==> config.mk <==
export PLATFORM = sky130hd
export DESIGN_NAME = bmp_stream_to_framebuffer_blit
export DESIGN_NICKNAME = d
export VERILOG_FILES = /design/src/bsfb_pkg.sv /design/src/bsfb_front.sv /design/src/bsfb_queue.sv /design/src/bsfb_back.sv /design/src/bmp_stream_to_framebuffer_blit.sv
export VERILOG_INCLUDE_DIRS = /design/src /design/src/src
export SDC_FILE = /design/constraint.sdc
export NUM_CORES = 1
export LEC_CHECK = 0
export ABC_AREA = 1
export ABC_CLOCK_PERIOD_IN_PS = 5200
export BUFFER_PORTS_ARGS = -buffer_cell sky130_fd_sc_hd__buf_2
export CAP_MARGIN = 20
export CORE_UTILIZATION = 40
export DETAILED_ROUTE_END_ITERATION = 8
export GPL_TIMING_DRIVEN = 0
export HOLD_SLACK_MARGIN = 0.02
export PLACE_DENSITY = 0.57
export SLEW_MARGIN = 25
export SYNTH_ARGS = -nofsm -noshare
export SYNTH_HDL_FRONTEND = slang
export SYNTH_SLANG_ARGS = --single-unit
==> constraint.sdc <==
create_clock -name clk -period 5.2 [get_ports clk]
set_input_delay 0.52 -clock clk [delete_from_list [all_inputs] [get_ports clk]]
set_output_delay 0.52 -clock clk [all_outputs]
set_load 0.02 [all_outputs]
==> src/bmp_stream_to_framebuffer_blit_macros.svh <==
// Assertion macros used by the blit top level.
`ifndef BMP_STREAM_TO_FRAMEBUFFER_BLIT_MACROS_SVH
`define BMP_STREAM_TO_FRAMEBUFFER_BLIT_MACROS_SVH

// Same-cycle implication, disabled during reset.
`define BSFB_ASSERT_IMP(label, clk, rst, ante, cons) \
  label: assert property (@(posedge clk) disable iff (rst) (ante) |-> (cons)) \
    else $error("blit assertion failed");

// Next-cycle implication, disabled during reset.
`define BSFB_ASSERT_NEXT(label, clk, rst, ante, cons) \
  label: assert property (@(posedge clk) disable iff (rst) (ante) |=> (cons)) \
    else $error("blit assertion failed");

`endif

==> src/bsfb_pkg.sv <==
// Shared types and constants of the BMP framebuffer blit.
`timescale 1ns / 1ps
package bsfb_pkg;

  localparam int SCREEN_WIDTH  = 800;
  localparam int SCREEN_HEIGHT = 480;
  localparam int SCREEN_PIXELS = SCREEN_WIDTH * SCREEN_HEIGHT;

  localparam int CFG_INDEX_W = 8;
  localparam int CFG_DATA_W  = 13;

  localparam logic [CFG_INDEX_W-1:0] REG_IMAGE_WIDTH  = 8'd0;
  localparam logic [CFG_INDEX_W-1:0] REG_IMAGE_HEIGHT = 8'd1;
  localparam logic [CFG_INDEX_W-1:0] REG_X_OFFSET     = 8'd2;
  localparam logic [CFG_INDEX_W-1:0] REG_Y_OFFSET     = 8'd3;

  localparam int QUEUE_DEPTH = 2;

  // One classified word: either a finished pixel with its screen position
  // (two's complement, 15 bits) or a byte that yields an empty result.
  typedef struct packed {
    logic        pixel;
    logic [23:0] color;
    logic [14:0] sx;
    logic [14:0] sy;
    logic        done;
  } entry_t;

  typedef struct packed {
    logic       full;
    logic       empty;
    logic [1:0] count;
  } queue_stat_t;

endpackage

==> src/bsfb_front.sv <==
// Front end: configuration registers, byte assembly, padding skip and counters.
`timescale 1ns / 1ps
module bsfb_front (
  input  logic                            clk,
  input  logic                            rst,
  input  logic                            cfg_valid,
  output logic                            cfg_ready,
  input  logic [bsfb_pkg::CFG_INDEX_W-1:0] cfg_index,
  input  logic [bsfb_pkg::CFG_DATA_W-1:0]  cfg_data,
  input  logic                            in_valid,
  output logic                            in_ready,
  input  logic [7:0]                      pixel_byte,
  input  bsfb_pkg::queue_stat_t           q_stat,
  output logic                            push,
  output bsfb_pkg::entry_t                push_entry
);
  import bsfb_pkg::*;

  logic [11:0] image_width;
  logic [11:0] image_height;
  logic [12:0] x_offset;
  logic [12:0] y_offset;

  logic [1:0]  byte_phase;
  logic [7:0]  blue_hold;
  logic [7:0]  green_hold;
  logic [11:0] column_count;
  logic [11:0] row_count;
  logic [1:0]  pad_remaining;

  logic        row_end;
  logic        last_row;

  assign cfg_ready = 1'b1;
  assign in_ready  = !q_stat.full;
  assign push      = in_valid && in_ready;

  always_ff @(posedge clk) begin
    if (rst) begin
      image_width  <= 12'd800;
      image_height <= 12'd480;
      x_offset     <= '0;
      y_offset     <= '0;
    end else if (cfg_valid && cfg_ready) begin
      unique case (cfg_index)
        REG_IMAGE_WIDTH:  image_width  <= cfg_data[11:0];
        REG_IMAGE_HEIGHT: image_height <= cfg_data[11:0];
        REG_X_OFFSET:     x_offset     <= cfg_data;
        REG_Y_OFFSET:     y_offset     <= cfg_data;
        default: ;
      endcase
    end
  end

  assign row_end  = ({1'b0, column_count} + 13'd1) >= {1'b0, image_width};
  assign last_row = ({1'b0, row_count} + 13'd1) >= {1'b0, image_height};

  always_comb begin
    push_entry       = '0;
    push_entry.color = {pixel_byte, green_hold, blue_hold};
    push_entry.sx    = {3'b000, column_count} + {{2{x_offset[12]}}, x_offset};
    push_entry.sy    = {3'b000, image_height} - 15'd1 - {3'b000, row_count}
                       + {{2{y_offset[12]}}, y_offset};
    push_entry.done  = row_end && last_row;
    push_entry.pixel = (pad_remaining == 2'd0) && (byte_phase == 2'd2);
    if (!push_entry.pixel) begin
      push_entry.color = '0;
      push_entry.done  = 1'b0;
    end
  end

  always_ff @(posedge clk) begin
    if (rst) begin
      byte_phase    <= '0;
      blue_hold     <= '0;
      green_hold    <= '0;
      column_count  <= '0;
      row_count     <= '0;
      pad_remaining <= '0;
    end else if (push) begin
      if (pad_remaining != 2'd0) begin
        pad_remaining <= pad_remaining - 2'd1;
      end else if (byte_phase == 2'd1) begin
        green_hold <= pixel_byte;
        byte_phase <= 2'd2;
      end else if (byte_phase == 2'd2) begin
        byte_phase <= 2'd0;
        if (row_end) begin
          column_count  <= '0;
          // Three bytes per pixel pad each row by width mod four bytes.
          pad_remaining <= image_width[1:0];
          if (last_row) begin
            row_count <= '0;
          end else begin
            row_count <= row_count + 12'd1;
          end
        end else begin
          column_count <= column_count + 12'd1;
        end
      end else begin
        blue_hold  <= pixel_byte;
        byte_phase <= 2'd1;
      end
    end
  end

endmodule

==> src/bsfb_queue.sv <==
// Two-entry queue between the front end and the write stage.
`timescale 1ns / 1ps
module bsfb_queue (
  input  logic                  clk,
  input  logic                  rst,
  input  logic                  push,
  input  bsfb_pkg::entry_t      push_entry,
  input  logic                  pop,
  output bsfb_pkg::entry_t      pop_entry,
  output bsfb_pkg::queue_stat_t stat
);
  import bsfb_pkg::*;

  entry_t     slots [QUEUE_DEPTH];
  logic       wr_ptr;
  logic       rd_ptr;
  logic [1:0] count;

  assign pop_entry  = slots[rd_ptr];
  assign stat.count = count;
  assign stat.full  = count == 2'(QUEUE_DEPTH);
  assign stat.empty = count == 2'd0;

  always_ff @(posedge clk) begin
    if (push) begin
      slots[wr_ptr] <= push_entry;
    end
  end

  always_ff @(posedge clk) begin
    if (rst) begin
      wr_ptr <= 1'b0;
      rd_ptr <= 1'b0;
      count  <= '0;
    end else begin
      if (push) begin
        wr_ptr <= !wr_ptr;
      end
      if (pop) begin
        rd_ptr <= !rd_ptr;
      end
      count <= count + {1'b0, push} - {1'b0, pop};
    end
  end

endmodule

==> src/bsfb_back.sv <==
// Write stage: screen clipping, framebuffer index and the output register.
`timescale 1ns / 1ps
module bsfb_back (
  input  logic                  clk,
  input  logic                  rst,
  input  bsfb_pkg::queue_stat_t q_stat,
  input  bsfb_pkg::entry_t      pop_entry,
  output logic                  pop,
  output logic                  out_valid,
  input  logic                  out_ready,
  output logic                  write_valid,
  output logic [18:0]           write_index,
  output logic [23:0]           pixel_color,
  output logic                  image_done
);
  import bsfb_pkg::*;

  logic        on_screen;
  logic [18:0] index_calc;

  assign pop = !q_stat.empty && (!out_valid || out_ready);

  assign on_screen = pop_entry.pixel
                     && !pop_entry.sx[14] && (pop_entry.sx[13:0] < 14'(SCREEN_WIDTH))
                     && !pop_entry.sy[14] && (pop_entry.sy[13:0] < 14'(SCREEN_HEIGHT));

  // Only the low bits matter once the position is known to be on screen.
  assign index_calc = 19'(pop_entry.sy[8:0]) * 19'(SCREEN_WIDTH)
                      + 19'(pop_entry.sx[9:0]);

  always_ff @(posedge clk) begin
    if (rst) begin
      out_valid <= 1'b0;
    end else if (pop) begin
      out_valid <= 1'b1;
    end else if (out_ready) begin
      out_valid <= 1'b0;
    end
  end

  always_ff @(posedge clk) begin
    if (pop) begin
      write_valid <= on_screen;
      write_index <= on_screen ? index_calc : '0;
      pixel_color <= pop_entry.color;
      image_done  <= pop_entry.done;
    end
  end

endmodule

==> src/bmp_stream_to_framebuffer_blit.sv <==
// Top level of the streaming 24-bit BMP framebuffer blit.
// A result word passes through a queue slot and then the output register after its byte is accepted.
// Throughput: one byte per cycle while the queue is not full, set by the counter update in the
// front end and the one-word-per-cycle write stage, which out_ready can stall; a two-entry queue decouples them.
// Reset is synchronous: counters and queue clear, registers return to 800x480 at (0,0).
`timescale 1ns / 1ps
`include "bmp_stream_to_framebuffer_blit_macros.svh"
module bmp_stream_to_framebuffer_blit (
  input  logic                             clk,
  input  logic                             rst,
  input  logic                             cfg_valid,
  output logic                             cfg_ready,
  input  logic [bsfb_pkg::CFG_INDEX_W-1:0] cfg_index,
  input  logic [bsfb_pkg::CFG_DATA_W-1:0]  cfg_data,
  input  logic                             in_valid,
  output logic                             in_ready,
  input  logic [7:0]                       pixel_byte,
  output logic                             out_valid,
  input  logic                             out_ready,
  output logic                             write_valid,
  output logic [18:0]                      write_index,
  output logic [23:0]                      pixel_color,
  output logic                             image_done
);
  import bsfb_pkg::*;

  queue_stat_t q_stat;
  entry_t      push_entry;
  entry_t      pop_entry;
  logic        push;
  logic        pop;

  bsfb_front u_front (
    .clk        (clk),
    .rst        (rst),
    .cfg_valid  (cfg_valid),
    .cfg_ready  (cfg_ready),
    .cfg_index  (cfg_index),
    .cfg_data   (cfg_data),
    .in_valid   (in_valid),
    .in_ready   (in_ready),
    .pixel_byte (pixel_byte),
    .q_stat     (q_stat),
    .push       (push),
    .push_entry (push_entry)
  );

  bsfb_queue u_queue (
    .clk        (clk),
    .rst        (rst),
    .push       (push),
    .push_entry (push_entry),
    .pop        (pop),
    .pop_entry  (pop_entry),
    .stat       (q_stat)
  );

  bsfb_back u_back (
    .clk         (clk),
    .rst         (rst),
    .q_stat      (q_stat),
    .pop_entry   (pop_entry),
    .pop         (pop),
    .out_valid   (out_valid),
    .out_ready   (out_ready),
    .write_valid (write_valid),
    .write_index (write_index),
    .pixel_color (pixel_color),
    .image_done  (image_done)
  );

  `BSFB_ASSERT_NEXT(a_accept_queued, clk, rst, in_valid && in_ready, q_stat.count != 2'd0)
  `BSFB_ASSERT_IMP(a_stall_only_full, clk, rst, !in_ready, q_stat.count == 2'(QUEUE_DEPTH))
  `BSFB_ASSERT_IMP(a_index_on_screen, clk, rst, out_valid && write_valid, write_index < 19'(SCREEN_PIXELS))
  `BSFB_ASSERT_IMP(a_clipped_zero, clk, rst, out_valid && !write_valid, write_index == 19'd0)

endmodule

# Word level (Yosys, flattened, before mapping)
# Memory sizes are Yosys's and may differ from the RTL's. A register that Yosys moved wholly into a read port is not among the register bits.
# Index checks and enable logic that the tools add are counted.
dict set report totals {
  elab_cells 95
  reg_bits 144
  n_memories 1
  input_bits 34
  mem_bits_rw 112
}
dict set report op_classes {
  n_mul 1
  reduce_logical 33
  n_eq_ne 7
  n_bitwise 3
  n_addsub 12
  mux 16
  magnitude_cmp 4
}
# memory words word_bits rd rd_ports_with_merged_regs write_ports line
set mem_list {}
lappend mem_list {u_queue.slots 2 56 1 1 1 bsfb_queue.sv:14} ;# entry_t slots [QUEUE_DEPTH];
# op count
set op_table {}
lappend op_table {{12-bit by 1-bit adder with 13-bit output, second input constant} 2}
lappend op_table {{13-bit by 12-bit greater-or-equal comparator with 1-bit output} 2}
lappend op_table {{12-bit by 1-bit adder with 12-bit output, second input constant} 2}
lappend op_table {{12-bit 2-to-1 mux} 2}
lappend op_table {{24-bit 2-to-1 mux} 1}
lappend op_table {{19-bit by 10-bit adder with 19-bit output} 1}
lappend op_table {{8-bit by 2-bit equality test with 1-bit output, second input constant} 2}
lappend op_table {{15-bit adder} 1}
lappend op_table {{15-bit by 12-bit subtractor with 15-bit output} 1}
lappend op_table {{13-bit by 13-bit adder with 14-bit output} 1}
lappend op_table {{14-bit by 10-bit less-than comparator with 1-bit output, second input constant} 1}
lappend op_table {{14-bit by 9-bit less-than comparator with 1-bit output, second input constant} 1}
lappend op_table {{9-bit by 5-bit multiplier with 14-bit output, second input constant} 1}
lappend op_table {{12-bit by 1-bit subtractor with 13-bit output, second input constant} 1}
lappend op_table {{4-bit AND reduction} 3}
lappend op_table {{2-bit 2-to-1 mux} 5}
lappend op_table {{2-bit AND reduction} 5}
lappend op_table {{8-bit by 1-bit equality test with 1-bit output, second input constant} 1}
lappend op_table {{1-bit logical AND} 8}
lappend op_table {{8-bit logical NOT} 1}
lappend op_table {{1-bit 2-to-1 mux} 8}
lappend op_table {{2-bit nonzero test} 4}
lappend op_table {{1-bit logical NOT} 7}
lappend op_table {{5-bit AND reduction} 1}
lappend op_table {{10 further kinds} 14}

# Logic depth before layout (Yosys ltp)
# Gate-level depths: netlist of the first run.
dict set report logic_depth {
  ltp_word 6
  ltp_mapped 23
  depth_no_buf 22
}

# Hierarchy
# From an unflattened synthesis of the first run, not the netlist that was laid out.
dict set report hier_totals {
  cells_unflattened 1422
  hier_area_um2 13750.7
}
# mod area_each_um2 seq_area_each_um2 n_inst cells_each
set modules_own_cells {}
lappend modules_own_cells {bsfb_front 6412.4 1881.8 1 917}
lappend modules_own_cells {bsfb_queue 4433.0 3463.3 1 206}
lappend modules_own_cells {bsfb_back 2905.3 1371.3 1 299}

# Least setup slack after synthesis of the first run
# Ideal clock, no wire load.
dict set report synth_timing {
  path_type {flip-flop to flip-flop}
  start {register with a tool-made name}
  end {register u_back.write_index[16], data pin}
  synth_period_minus_slack_ns 3.829
  arrival_ns 3.570
  path_slack_ns 1.371
  path_stages_with_launch 22
  path_cell_list {dfxtp_1 -> buf_2 -> clkbuf_1 -> clkbuf_1 -> nand2_1 -> nand2_1 -> ha_1 -> ha_1 -> inv_1 -> fa_1 -> inv_1 -> ha_1 -> a21oi_2 -> nand2_1 -> nand2_1 -> nand2_1 -> nor2_4 -> nand2_2 -> nor2_4 -> nand2_1 -> o21ai_1 -> a21oi_1}
}
# element line
set synth_lines {}
lappend synth_lines {{end signal: assignment} bsfb_back.sv:44} ;# write_index <= on_screen ? index_calc : '0;
lappend synth_lines {{end: declaration} bsfb_back.sv:12} ;# output logic [18:0] write_index,

==> results of run 1 <==
[cells in the mapped netlist (7+ instances only)]
master	instances
nand2_1	317
clkbuf_1	25
dfxtp_1	100
nor2_1	144
o21ai_0	84
edfxtp_1	155
a21o_1	8
a21oi_1	109
nand3_1	41
o211ai_1	7
xnor2_1	12
o21ai_1	7
xor2_1	41
nand4_1	14
ha_1	95
inv_1	188
nor3_1	11
fa_1	18
[cell families (layout without fill, tap and decap cells)]
family	after synthesis	after routing	share of synthesized area
and+or+nand+nor	571	571	0.1841
DFF	255	255	0.5034
buffers and inverters	232	368	0.06851
AOI/OAI and AO/OA	227	227	0.09141
adders and majority gates	113	113	0.1171
xor gates and xnor gates	53	53	0.03511
other	1	1	0.0002836
[worst max-delay path by stage]
stage / to / slack [ns]
after floorplan: u_back.write_index[16]$_SDFFCE_PN0P_ / 1.37
after detailed placement: u_back.write_index[16]$_SDFFCE_PN0P_ / 0.50
after CTS: u_back.write_index[16]$_SDFFCE_PN0P_ / 0.49
after global routing: u_back.write_index[16]$_SDFFCE_PN0P_ / 0.10
after global placement: u_queue.slots[1][7]$_DFFE_PP_ / 0.28
final: u_back.write_index[16]$_SDFFCE_PN0P_ / 0.57
[metrics by stage]
step                        util  setup slack, ns  instances  power, mW
after global placement    0.4355           0.2755       1973      6.370
after global routing      0.4679           0.1005       2030      9.026
after floorplan                -            1.371       1452      5.569
final                     0.4679           0.5714       2030      8.299
after detailed placement  0.4398           0.4964       1978      6.447
after CTS                 0.4679           0.4853       2030      8.396
[sequential cells by signal, indices dropped and copies added (netlist names), 2 cells and up, named ones only]
| register | cells |
|---|---|
| u_back.pixel_color | 24 |
| u_back.write_index | 19 |
| u_front.blue_hold | 8 |
| u_front.byte_phase | 2 |
| u_front.column_count | 12 |
| u_front.green_hold | 8 |
| u_front.image_height | 12 |
| u_front.image_width | 12 |
| u_front.pad_remaining | 2 |
| u_front.row_count | 12 |
| u_front.x_offset | 13 |
| u_front.y_offset | 13 |
| u_queue.count | 2 |
| u_queue.slots | 110 |
[per-layer routing]
layer / GRT usage / vias to the layer above / routed length (um)
met3: 0.02258 / 34 / 952
met5: 0 / - / 0
met2: 0.2968 / 155 / 13260
met1: 0.2421 / 4439 / 14330
met4: 0.03400 / 0 / 474
li1: - / 5010 / -
[cell usage in the layout, fill, tap and decap left out, types with 11 or more instances in the layout]
cell type and n:
nand3_1 41, a21oi_1 109, dfxtp_1 100, clkbuf_16 28, inv_1 188, o21ai_0 84
xnor2_1 12, nand2_1 317, xor2_1 41, edfxtp_1 155, clkbuf_1 31, buf_2 85
fa_1 18, nand4_1 14, nor2_1 141, nor3_1 11, ha_1 95
[worst max-delay path, delay by kind of cell, from the launching register on]
| family | cells | cell delay, ns |
|---|---|---|
| AO/OA/AOI/OAI | 3 | 0.39 |
| adder cells (fa/ha/maj) | 4 | 1.38 |
| buffers and inverters | 5 | 1.26 |
| flip-flops | 1 | 0.34 |
| AND/OR/NAND/NOR | 9 | 0.97 |
[area by class of cell]
type,instances,area (um^2),share of cell area
plain buffers,37,172.7,0.01134
clock buffers,38,778.2,0.05112
clock inverters,14,136.4,0.008959
inverters,195,733.2,0.04816
multi-input cells,965,5683,0.3733
flip-flops and latches,255,6656,0.4372
well taps,442,553.0,0.03633
repair buffers,84,510.5,0.03353
[power by group through the flow]
stage          clock [mW]  combinational [mW]  sequential [mW]
2_1_floorplan           0                2.67             2.90
3_3_place_gp            0                3.67             2.70
3_5_place_dp            0                3.77             2.68
4_1_cts              1.97                3.79             2.63
5_1_grt              2.05                4.32             2.66
6_report             1.93                3.74             2.63
==> impl_results.md, run 1 <==
* Status: finished clean
* Vias in the first global route at 9215
* Setup TNS at 0 ns
* Die height at 183.8 um
* Clk Tree Root Cell: clkbuf_16
* Most numerous cell on the critical path: nand2_1
* Worst path cell trace: buf_2 > clkbuf_1 > clkbuf_1 > nand2_1 > nand2_1 > ha_1 > ha_1 > inv_1 > fa_1 > inv_1 > ha_1 > a21oi_2 > nand2_1 > nand2_1 > nand2_1 > nor2_4 > nand2_2 > nor2_4 > nand2_1 > o21ai_1 > a21oi_1
* Top FF cell, synth: edfxtp_1
* WP data arrival at 4.92 ns
* Global router's overall resource usage at 0.1759
* Async S/R FF share, synth at 0
* Slowest CP cell: clkbuf_1
* CP Launch Type: register
* Via count at 9638
* R2r setup slk at 0.57 ns
* Num Clock Sinks at between 200 and 300
* Slowest stage delay, CP at ~0.49 ns
* RSZ-0062 raised after global routing: no
* DRT Pass-1 Iters at 5
* Wire per inst at between 10 and 15 um
* Worst Hold Depth at 3
* Antenna cell count at 0
* CTS tree: yes
* Hold Startpoint: pixel_byte[0]
* Fmax at 216.0 MHz
* Num ports at 82
* FP Rows at 66
* R2r endpoint: u_back.write_index[16]$_SDFFCE_PN0P_
* Net Sw Frac at 0.4048
* Post-CTS Setup Inserts at 0
* Gate power share at 0.451
* TritonCTS Buffers at 28
* Final hold vios at 0
* Layout fillers at 3216
* Pleak at 6.759 nW
* CTS H-tree depth at 1
* Mapped Cells at about 1500
* DRT Wirelength at 29.02 mm
* Worst-path maximum fanout at 10
* Sequential Power Share at 0.317
* Synth Net Count at 1599
* Initial drt markers at 508
* Area grow syn2layout at 15.13%
* Grt ovf at 0
* # hold bufs at CTS at 0
* CP Capture Type: register
* Fin Hold WS at 0.2634 ns
* Area leader, netlist: edfxtp_1
* Hold worst-path end: u_front.green_hold[0]$_SDFFE_PP0P_
* Die area at 33790 um^2
* Synth warn at 0
* Slew margin rel. at 0.5254
* Final setup vio count at 0
* Post-synth EDFFs at 155
* Tmin final at about 4.6 ns
* P_sw at 3.360 mW
* DP Area at 14310 um^2
* Die width at 183.8 um
* Clock skew at 0.008703 ns
* Synthesized flop and latch total at approximately 260
* Synthesized area per cell at 9.107 um^2
* Internal at roughly 4.9 mW
* Worst vdd ir at 409.1 uV
* Top area cells in the synthesized netlist: edfxtp_1, dfxtp_1, nand2_1
* Max-Cap Viols at 0
* Vias/cell at 4.748
* Initial Util at 0.4064
* Port bufs at 79
* Core area at 32540 um^2
* Least-Margin Pin Slew at 0.7102 ns
* Drt drc at 0
* Clock share of power at 0.232
* Final #Nets at 1713
* GP Congestion at ~0.85
* Final Cell Area at 15220 um^2
* First-pass GRT wire length at around 47 mm
* Initial antenna violation count at 0
* Netlist cell types at 49
* Hold/Removal Path Class: primary input to register
* Antenna viol nets, final at 0
* Final period utilization at 0.8901
* Final Max Tran Viols at 0
* HPWL after DPL at 22.11 mm
* PwrDens at 545.2 nW/um^2
* CP Class: register to register
* Clk buf depth at 3
* Reg2reg path depth at 21
* Largest net degree at the start of global routing at 29
* Synthesized area at 13220 um^2
* WP data required at 5.49 ns
* Synth top area share at 0.3520
* Skew-Pair Late Insertion Delay at 0.54 ns
* Post-synthesis sequential area ratio at 0.5034
* CTS clk-pin slew, worst paths at 0.06 ns
* Fraction of layout cells with a size suffix above 1 at 0.1134
* CTS resizes at 0
Power figures use the tool's default switching activity.
==> run 2, diff against run 1 <==
--- a/config.mk
+++ b/config.mk
@@ -15,7 +15,7 @@
 export GPL_TIMING_DRIVEN = 0
 export HOLD_SLACK_MARGIN = 0.02
 export PLACE_DENSITY = 0.57
-export SLEW_MARGIN = 25
 export SYNTH_ARGS = -nofsm -noshare
 export SYNTH_HDL_FRONTEND = slang
+export SYNTH_HIERARCHICAL = 1
 export SYNTH_SLANG_ARGS = --single-unit
==> run 2 against run 1 <==
Effect of this change:
- cell count decreased by 1.1%
- sequential share of layout area decreased by 0.87 points
- critical path depth decreased by 4
- maximum frequency increased by 21%
- register-to-register slack improved by 0.80 ns
- utilization decreased by 0.28 points
- clock-buffer cell count increased by 12
- critical endpoint is now u_back/write_index[17]$_SDFFCE_PN0P_
==> impl_results.md, run 2 <==
* Setup TNS at 0 ns (unchanged)
* Final setup vio count at 0 (unchanged)
* DRT Pass-1 Iters at 5 (unchanged)
* Top FF cell, synth: edfxtp_1
* Final Max Tran Viols at 0 (unchanged)
* Initial antenna violation count at 1 (+1)
* Die height at 187.4 um (+2.0%)
* Critical path buffers and inverters at 4 (-1)
* Post-CTS Setup Inserts at 0 (unchanged)
* Total chip power at 7.469 mW (-10%)
* Initial Util at 0.4080 (+0.001635)
* Final hold vios at 0 (unchanged)
* Clk buf depth at 3 (unchanged)
* Area leader, netlist: edfxtp_1
* Global router's overall resource usage at 0.1648 (-0.01113)
* Port bufs at 80 (+1.3%)
* Max-Cap Viols at 0 (unchanged)
* DP Area at 14790 um^2 (+3.4%)
* R2r endpoint: u_back/write_index[17]$_SDFFCE_PN0P_
* Tmin final at 3.824 ns (-0.8042 ns)
* FP Rows at 67 (+1.5%)
* Top area cells in the synthesized netlist: edfxtp_1, dfxtp_1, ha_1
* Slowest stage delay, CP at 0.50 ns (about the same)
* Largest net degree at the start of global routing at 35 (+21%)
* Num Clock Sinks at 257 (+0.78%)
* GP Congestion at 0.8431 (-0.95%)
* Reg2reg path depth at 17 (-19%)
* Placed cell count at 1953 (-1.3%)
* Synth warn at 6 (+6)
* Most flop-heavy register: u_queue/slots
* Synthesized flop and latch total at 257 (+0.78%)
* Clk Tree Root Cell: clkbuf_16
* Clock skew at 0.01252 ns (+0.003820 ns)
* Die width at 187.4 um (+2.0%)
* CTS clk-pin slew, worst paths at 0.06 ns (about the same)
* WP data required at 5.50 ns (about the same)
* Worst Hold Depth at 2 (-1)
* Synth Net Count at 1568 (-1.9%)
* Grt ovf at 0 (unchanged)
* Slowest CP cell: fa_1
* First-pass GRT wire length at 46.52 mm (-0.84%)
* Synthesized area per cell at 9.670 um^2 (+6.2%)
* Final #Nets at 1682 (-1.8%)
* # hold bufs at CTS at 0 (unchanged)
* Slew margin rel. at 0.4570 (-0.06841)
* Antenna viol nets, final at 0 (unchanged)
* Vias in the first global route at 8972 (-2.6%)
* Synthesized area at 13750 um^2 (+4.0%)
* CP Launch Type: register
* WP data arrival at 4.12 ns (-0.80 ns)
* Async S/R FF share, synth at 0 (unchanged)
* Vias/cell at 4.693 (-1.2%)
* Crit path depth at 17 (-19%)
* Least-Margin Pin Slew at 0.8126 ns (+0.1024 ns)
* RSZ-0062 raised after global routing: no
* Worst-path maximum fanout at 10 (unchanged)
* Skew-Pair Late Insertion Delay at 0.54 ns (about the same)
* TritonCTS Buffers at 29 (+3.6%)
* Most frequent cells in the layout: inv_1, nand2_1, edfxtp_1, nor2_1, dfxtp_1
* Worst setup path end: u_back/write_index[17]$_SDFFCE_PN0P_
* Antenna cell count at 0 (unchanged)
* Drt drc at 0 (unchanged)
* Post-synthesis sequential area ratio at 0.4884 (-0.01496)
* CP Capture Type: register
* Via count at 9418 (-2.3%)
* Max reg flops at 112 (+1.8%)
* Wire per inst at 14.29 um (about the same)
* Num ports at 82 (unchanged)
* Fraction of layout cells with a size suffix above 1 at 0.1584 (+0.04508)
* Layout Utilization at 0.4651 (-0.002827)
* Worst path cell trace: buf_2 > mux2_2 > ha_1 > ha_1 > inv_1 > fa_1 > inv_1 > ha_1 > or2_4 > nand3_2 > nand2_2 > inv_1 > nand3_1 > nor2_2 > nand3_1 > nand2_1 > nor2_1
* Worst vdd ir at 324.3 uV (-21%)
* Netlist cell types at 48 (-2.0%)
* Status: finished clean
* PwrDens at 476.5 nW/um^2 (-13%)
* CP Class: register to register
* R2r setup slk at 1.38 ns (+0.80 ns)
* Mapped Cells at 1422 (-2.1%)
* Non-Filler Instances at 2007 (-1.1%)
* CTS tree: yes
* CTS resizes at 0 (unchanged)
* Post-synth EDFFs at 157 (+1.3%)
* Crit path max-delay family: adder cells
* Final Cell Area at 15670 um^2 (+3.0%)
* Final period utilization at 0.7355 (-0.1546)
* Largest regs: u_queue/slots (112), u_back/pixel_color (24), u_back/write_index (19)
* Top cells by count, synth: inv_1, nand2_1, edfxtp_1
* HPWL after DPL at 22.30 mm (+0.86%)
* Die area at 35120 um^2 (+3.9%)
* Initial drt markers at 522 (+2.8%)
* Fmax at 261.5 MHz (+21%)
* Pleak at 6.994 nW (+3.5%)
* Area grow syn2layout at 13.98%
* Hold/Removal Path Class: primary input to register
* CTS H-tree depth at 1 (unchanged)
* Most common cell after layout, fill and taps aside: inv_1
* Core area at 33700 um^2 (+3.6%)
* Synth top area share at 0.3429 (-0.009149)
* DRT Wirelength at 28.68 mm (-1.2%)
* Top-count cell post-synth: inv_1
## run 2: area by class of cell
type	instances	area, um^2
clock buffer	50	855.8
buffer	33	195.2
timing repair buffer	83	460.4
inverter	239	898.4
multi-input combinational	893	5959
clock inverter	4	26.28
tap	448	560.5
sequential	257	6716
fill	3294	18030
## run 2: how the worst min path moves through the flow
stage | from | endpoint | slack, ns
3_3_place_gp | u_front/blue_hold[1]$_SDFFE_PP0P_ | u_front/blue_hold[1]$_SDFFE_PP0P_ | 0.44
3_5_place_dp | u_front/green_hold[6]$_SDFFE_PP0P_ | u_front/green_hold[6]$_SDFFE_PP0P_ | 0.45
6_report | rst | u_back/out_valid$_SDFFE_PP0P_ | 0.26
5_1_grt | rst | register | 0.26
4_1_cts | rst | u_back/out_valid$_SDFFE_PP0P_ | 0.25
2_1_floorplan | u_front/blue_hold[0]$_SDFFE_PP0P_ | u_front/blue_hold[0]$_SDFFE_PP0P_ | 0.43
## run 2: cells by family (layout without fill, tap and decap cells)
family                   count (synthesis)  count (layout)  synth area share
multiplexers                            56              56           0.05678
other                                    1               1         0.0002727
AO/OA/AOI/OAI                          203             203           0.07780
XOR/XNOR                                54              54           0.03439
AND/OR/NAND/NOR                        467             467            0.1510
flip-flops                             257             257            0.4884
adder cells (fa/ha/maj)                112             112            0.1117
buffers and inverters                  272             409           0.07953
## run 2: power by group
group	total [mW]	switching [mW]	internal, mW
sequential	2.63	0.0859	2.54
clock	1.87	0.764	1.11
combinational	2.97	1.84	1.12
total	7.47	2.69	4.77
## run 2: per-stage QoR
stage | hold WS [ns] | worst slack [ns]
global placement | 0.4443 | -0.2600
global route | 0.2635 | 1.101
floorplan | 0.4294 | 1.247
CTS | 0.2465 | 1.329
finish | 0.2620 | 1.376
detailed placement | 0.4451 | 1.354
## run 2: layer usage
| metal | GRT usage | routed length [um] |
|---|---|---|
| met1 | 0.2284 | 13780 |
| met2 | 0.2702 | 13050 |
| met3 | 0.02176 | 1204 |
| met4 | 0.04472 | 641 |
| met5 | 0 | 9 |
==> run 3, diff against run 2 <==
--- a/config.mk
+++ b/config.mk
@@ -6,15 +6,15 @@
 export SDC_FILE = /design/constraint.sdc
 export NUM_CORES = 1
 export LEC_CHECK = 0
-export ABC_AREA = 1
-export ABC_CLOCK_PERIOD_IN_PS = 5200
+export ABC_AREA = 0
+export ABC_CLOCK_PERIOD_IN_PS = 3200
 export BUFFER_PORTS_ARGS = -buffer_cell sky130_fd_sc_hd__buf_2
 export CAP_MARGIN = 20
 export CORE_UTILIZATION = 40
 export DETAILED_ROUTE_END_ITERATION = 8
 export GPL_TIMING_DRIVEN = 0
 export HOLD_SLACK_MARGIN = 0.02
-export PLACE_DENSITY = 0.57
+export PLACE_DENSITY = 0.59
 export SYNTH_ARGS = -nofsm -noshare
 export SYNTH_HDL_FRONTEND = slang
 export SYNTH_HIERARCHICAL = 1
==> constraint.sdc (replaced) <==
create_clock -name clk -period 3.2 [get_ports clk]
set_input_delay 0.32 -clock clk [delete_from_list [all_inputs] [get_ports clk]]
set_output_delay 0.32 -clock clk [all_outputs]
set_load 0.02 [all_outputs]
==> run 3 against run 2 <==
Effect of this change:
- critical path depth fell by 2
- clock skew rose by 0.0010 ns
- area after synthesis fell by 2.4%
- the flow now finishes with violations (negative setup slack)
- total power rose by 71%
- utilization rose by 3.4 points
- synthesized cell count fell by 18%
- cell count fell by 11%
- die area fell by 2.4%
==> impl_results.md, run 3 <==
* Status: complete, but fails checks
* Failing checks: negative setup slack
* CTS H-tree depth at 1 (unchanged)
* Fraction of layout cells with a size suffix above 1 at 0.2608 (+0.1023)
* Num Clock Sinks at 257 (unchanged)
* Mapped Cells at 1165 (-18%)
* Slew margin rel. at 0.3530 (-0.1040)
* Antenna cell count at 0 (unchanged)
* Most common cell after layout, fill and taps aside: edfxtp_1
* Initial drt markers at 623 (+19%)
* Global router's overall resource usage at 0.1743 (+0.009523)
* Top FF cell, synth: edfxtp_1
* DRT Pass-1 Iters at 5 (unchanged)
* Max reg flops at 112 (unchanged)
* Largest regs: u_queue/slots (112), u_back/pixel_color (24), u_back/write_index (19)
* Setup TNS at -2.063 ns (-2.063 ns)
* Most frequent cells in the layout: edfxtp_1, dfxtp_1, nor2_1, buf_2, inv_1
* FP Rows at 66 (-1.5%)
* Top cells by count, synth: edfxtp_1, dfxtp_1, nor2_1
* Largest net degree at the start of global routing at 57 (+63%)
* Worst-path maximum fanout at 6 (-4)
* Final hold vios at 0 (unchanged)
* Post-synth EDFFs at 157 (unchanged)
* Die height at 185.2 um (-1.2%)
* Netlist cell types at 76 (+58%)
* Initial antenna violation count at 0 (-1)
* Slowest CP cell: fa_1
* Port bufs at 80 (unchanged)
* Place WS at -0.6069 ns (-1.961 ns)
* Grt ovf at 0 (unchanged)
* Most numerous cell on the critical path: ha_4
* Fmax at 269.1 MHz (+2.9%)
* Post-synthesis sequential area ratio at 0.5005 (+0.01207)
* Synth top area share at 0.3513 (+0.008472)
* Fin Hold WS at 0.05613 ns (-0.2058 ns)
* HPWL after DPL at 21.51 mm (-3.5%)
* Top-count cell post-synth: edfxtp_1
* Max-Cap Viols at 0 (unchanged)
* GP Congestion at 0.8648 (+2.6%)
* Via count at 8995 (-4.5%)
* Clock skew at 0.01355 ns (+0.001031 ns)
* CP Capture Type: register
* Area leader, netlist: edfxtp_1
* Most flop-heavy register: u_queue/slots
* CP Class: register to register
* Worst vdd ir at 571.0 uV (+76%)
* Vias/cell at 5.031 (+7.2%)
* Antenna viol nets, final at 0 (unchanged)
* Final period utilization at 1.161 (+0.4259)
* Die width at 185.2 um (-1.2%)
* Non-Filler Instances at 1788 (-11%)
* Clk buf depth at 3 (unchanged)
* WP data required at 3.49 ns (-2.01 ns)
* DRT Wirelength at 29.69 mm (+3.5%)
* # hold bufs at CTS at 0 (unchanged)
* Least-Margin Pin Slew at 0.9685 ns (+0.1559 ns)
* Area grow syn2layout at 21.98%
* Critical path buffers and inverters at 3 (-1)
* Synthesized area at 13420 um^2 (-2.4%)
* First-pass GRT wire length at 46.62 mm (+0.21%)
* Final Cell Area at 16370 um^2 (+4.4%)
* Core area at 32780 um^2 (-2.7%)
* Clk Tree Root Cell: clkbuf_16
* Wire per inst at 16.61 um (+16%)
* Placed cell count at 1690 (-13%)
* Synth warn at 6 (unchanged)
* TritonCTS Buffers at 29 (unchanged)
* Final Max Tran Viols at 0 (unchanged)
* Vias in the first global route at 8637 (-3.7%)
* PwrDens at 781.6 nW/um^2 (+64%)
* RSZ-0062 raised after global routing: yes
* Skew-Pair Late Insertion Delay at 0.55 ns (about the same)
* Synth Net Count at 1311 (-16%)
* Initial Util at 0.4093 (+0.001285)
* Slowest stage delay, CP at 0.49 ns (about the same)
* Final setup vio count at 6 (+6)
* Tmin final at 3.716 ns (-0.1082 ns)
* Drt drc at 0 (unchanged)
* Top area cells in the synthesized netlist: edfxtp_1, dfxtp_1, ha_1
* CP Launch Type: register
* Final Worst Setup Slack at -0.5162 ns (-1.892 ns)
* CTS tree: yes
* Crit path max-delay family: adder cells
* Num ports at 82 (unchanged)
* Worst path cell trace: buf_8 > mux2_4 > ha_4 > ha_4 > inv_2 > fa_1 > inv_2 > ha_4 > or2_4 > o311ai_4 > nand2_2 > a221o_1 > nor3_4 > a31o_1 > a21oi_1
* Hold/Removal Path Class: primary input to register
* Final #Nets at 1469 (-13%)
* Pleak at 6.733 nW (-3.7%)
* WP data arrival at 4.00 ns (-0.12 ns)
* Synthesized flop and latch total at 257 (unchanged)
* DP Area at 14570 um^2 (-1.5%)
* Die area at 34280 um^2 (-2.4%)
* Async S/R FF share, synth at 0 (unchanged)
* CTS clk-pin slew, worst paths at 0.06 ns (about the same)
* Synthesized area per cell at 11.52 um^2 (+19%)
==> run 3: cell count changes in the layout (fill, tap and decap cells not counted), sizes merged, moves of 34 or more <==
cell	delta
nand2	-135
and2	+34
nor2	-66
o21ai	-51
inv	-145
a21oi	-38
mux2i	+47
buf	+44
xnor2	+42
==> run 3: worst paths after layout <==
kind	start	end	slack, ns	cells past startpoint
max	register	u_back/write_index[18]$_SDFFCE_PN0P_	-0.52	15
min	pixel_byte[6]	u_front/blue_hold[6]$_SDFFE_PP0P_	0.06	3
max reg2reg	register	u_back/write_index[18]$_SDFFCE_PN0P_	-0.52	15
min reg2reg	u_front/blue_hold[0]$_SDFFE_PP0P_	u_front/blue_hold[0]$_SDFFE_PP0P_	0.45	2
==> run 3: report_power, final <==
part / total (mW) / switching (mW) / internal, mW
Sequential: 4.24 / 0.124 / 4.12
Clock: 3.44 / 1.34 / 2.10
Combinational: 5.11 / 2.70 / 2.41
==> run 3: cell families (layout without fill, tap and decap cells) <==
family,Yosys count,after routing,share of synthesized area
muxes,103,103,0.09324
AOI/OAI and AO/OA,154,154,0.07431
adders and majority gates,112,112,0.1145
other,1,1,0.0002795
DFF,257,257,0.5005
buffers and inverters,126,306,0.04037
xor gates and xnor gates,72,72,0.04802
and+or+nand+nor,340,341,0.1288
==> run 3: layer usage <==
layer  vias up  track usage  part of all wire
met5         -            0                 0
met4         0      0.06413             0.036
met3        62      0.02241             0.042
met2       206       0.2747              0.45
met1      4274       0.2443              0.48
li1       4453            -                 -
==> run 3: layout make-up <==
cell class / instances / area [um^2]
fill: 2930 / 16420
sequential: 257 / 6740
multi-input combinational: 783 / 6719
clock buffer: 41 / 855.8
timing repair buffer: 126 / 772.0
tap: 442 / 553.0
inverter: 90 / 340.3
buffer: 36 / 235.2
clock inverter: 13 / 152.6
==> run 3: timing repair <==
action | CTS | global route
resized for setup | 58 | 55
setup endpoints to repair | 47 | 42
pin swaps | 29 | 35
gates cloned | 0 | 3
setup buffers | 23 | 19
==> run 3: per-stage QoR <==
| step | power [mW] | utilization |
|---|---|---|
| 3_3_place_gp | 8.599 | 0.4426 |
| 3_5_place_dp | 8.683 | 0.4445 |
| 4_1_cts | 12.57 | 0.4879 |
| 6_report | 12.79 | 0.4993 |
| 2_1_floorplan | 7.755 | - |
| 5_1_grt | 13.54 | 0.4993 |
==> run 3: worst reg2reg max path: stages (launching register included) <==
cell      delay (ns)
dfxtp_4         0.36
buf_8           0.12
mux2_4          0.33
ha_4            0.25
ha_4            0.25
inv_2           0.03
fa_1            0.49
inv_2           0.05
ha_4            0.19
or2_4           0.27
o311ai_4        0.10
nand2_2         0.07
a221o_1         0.44
nor3_4          0.25
a31o_1          0.17
a21oi_1         0.06
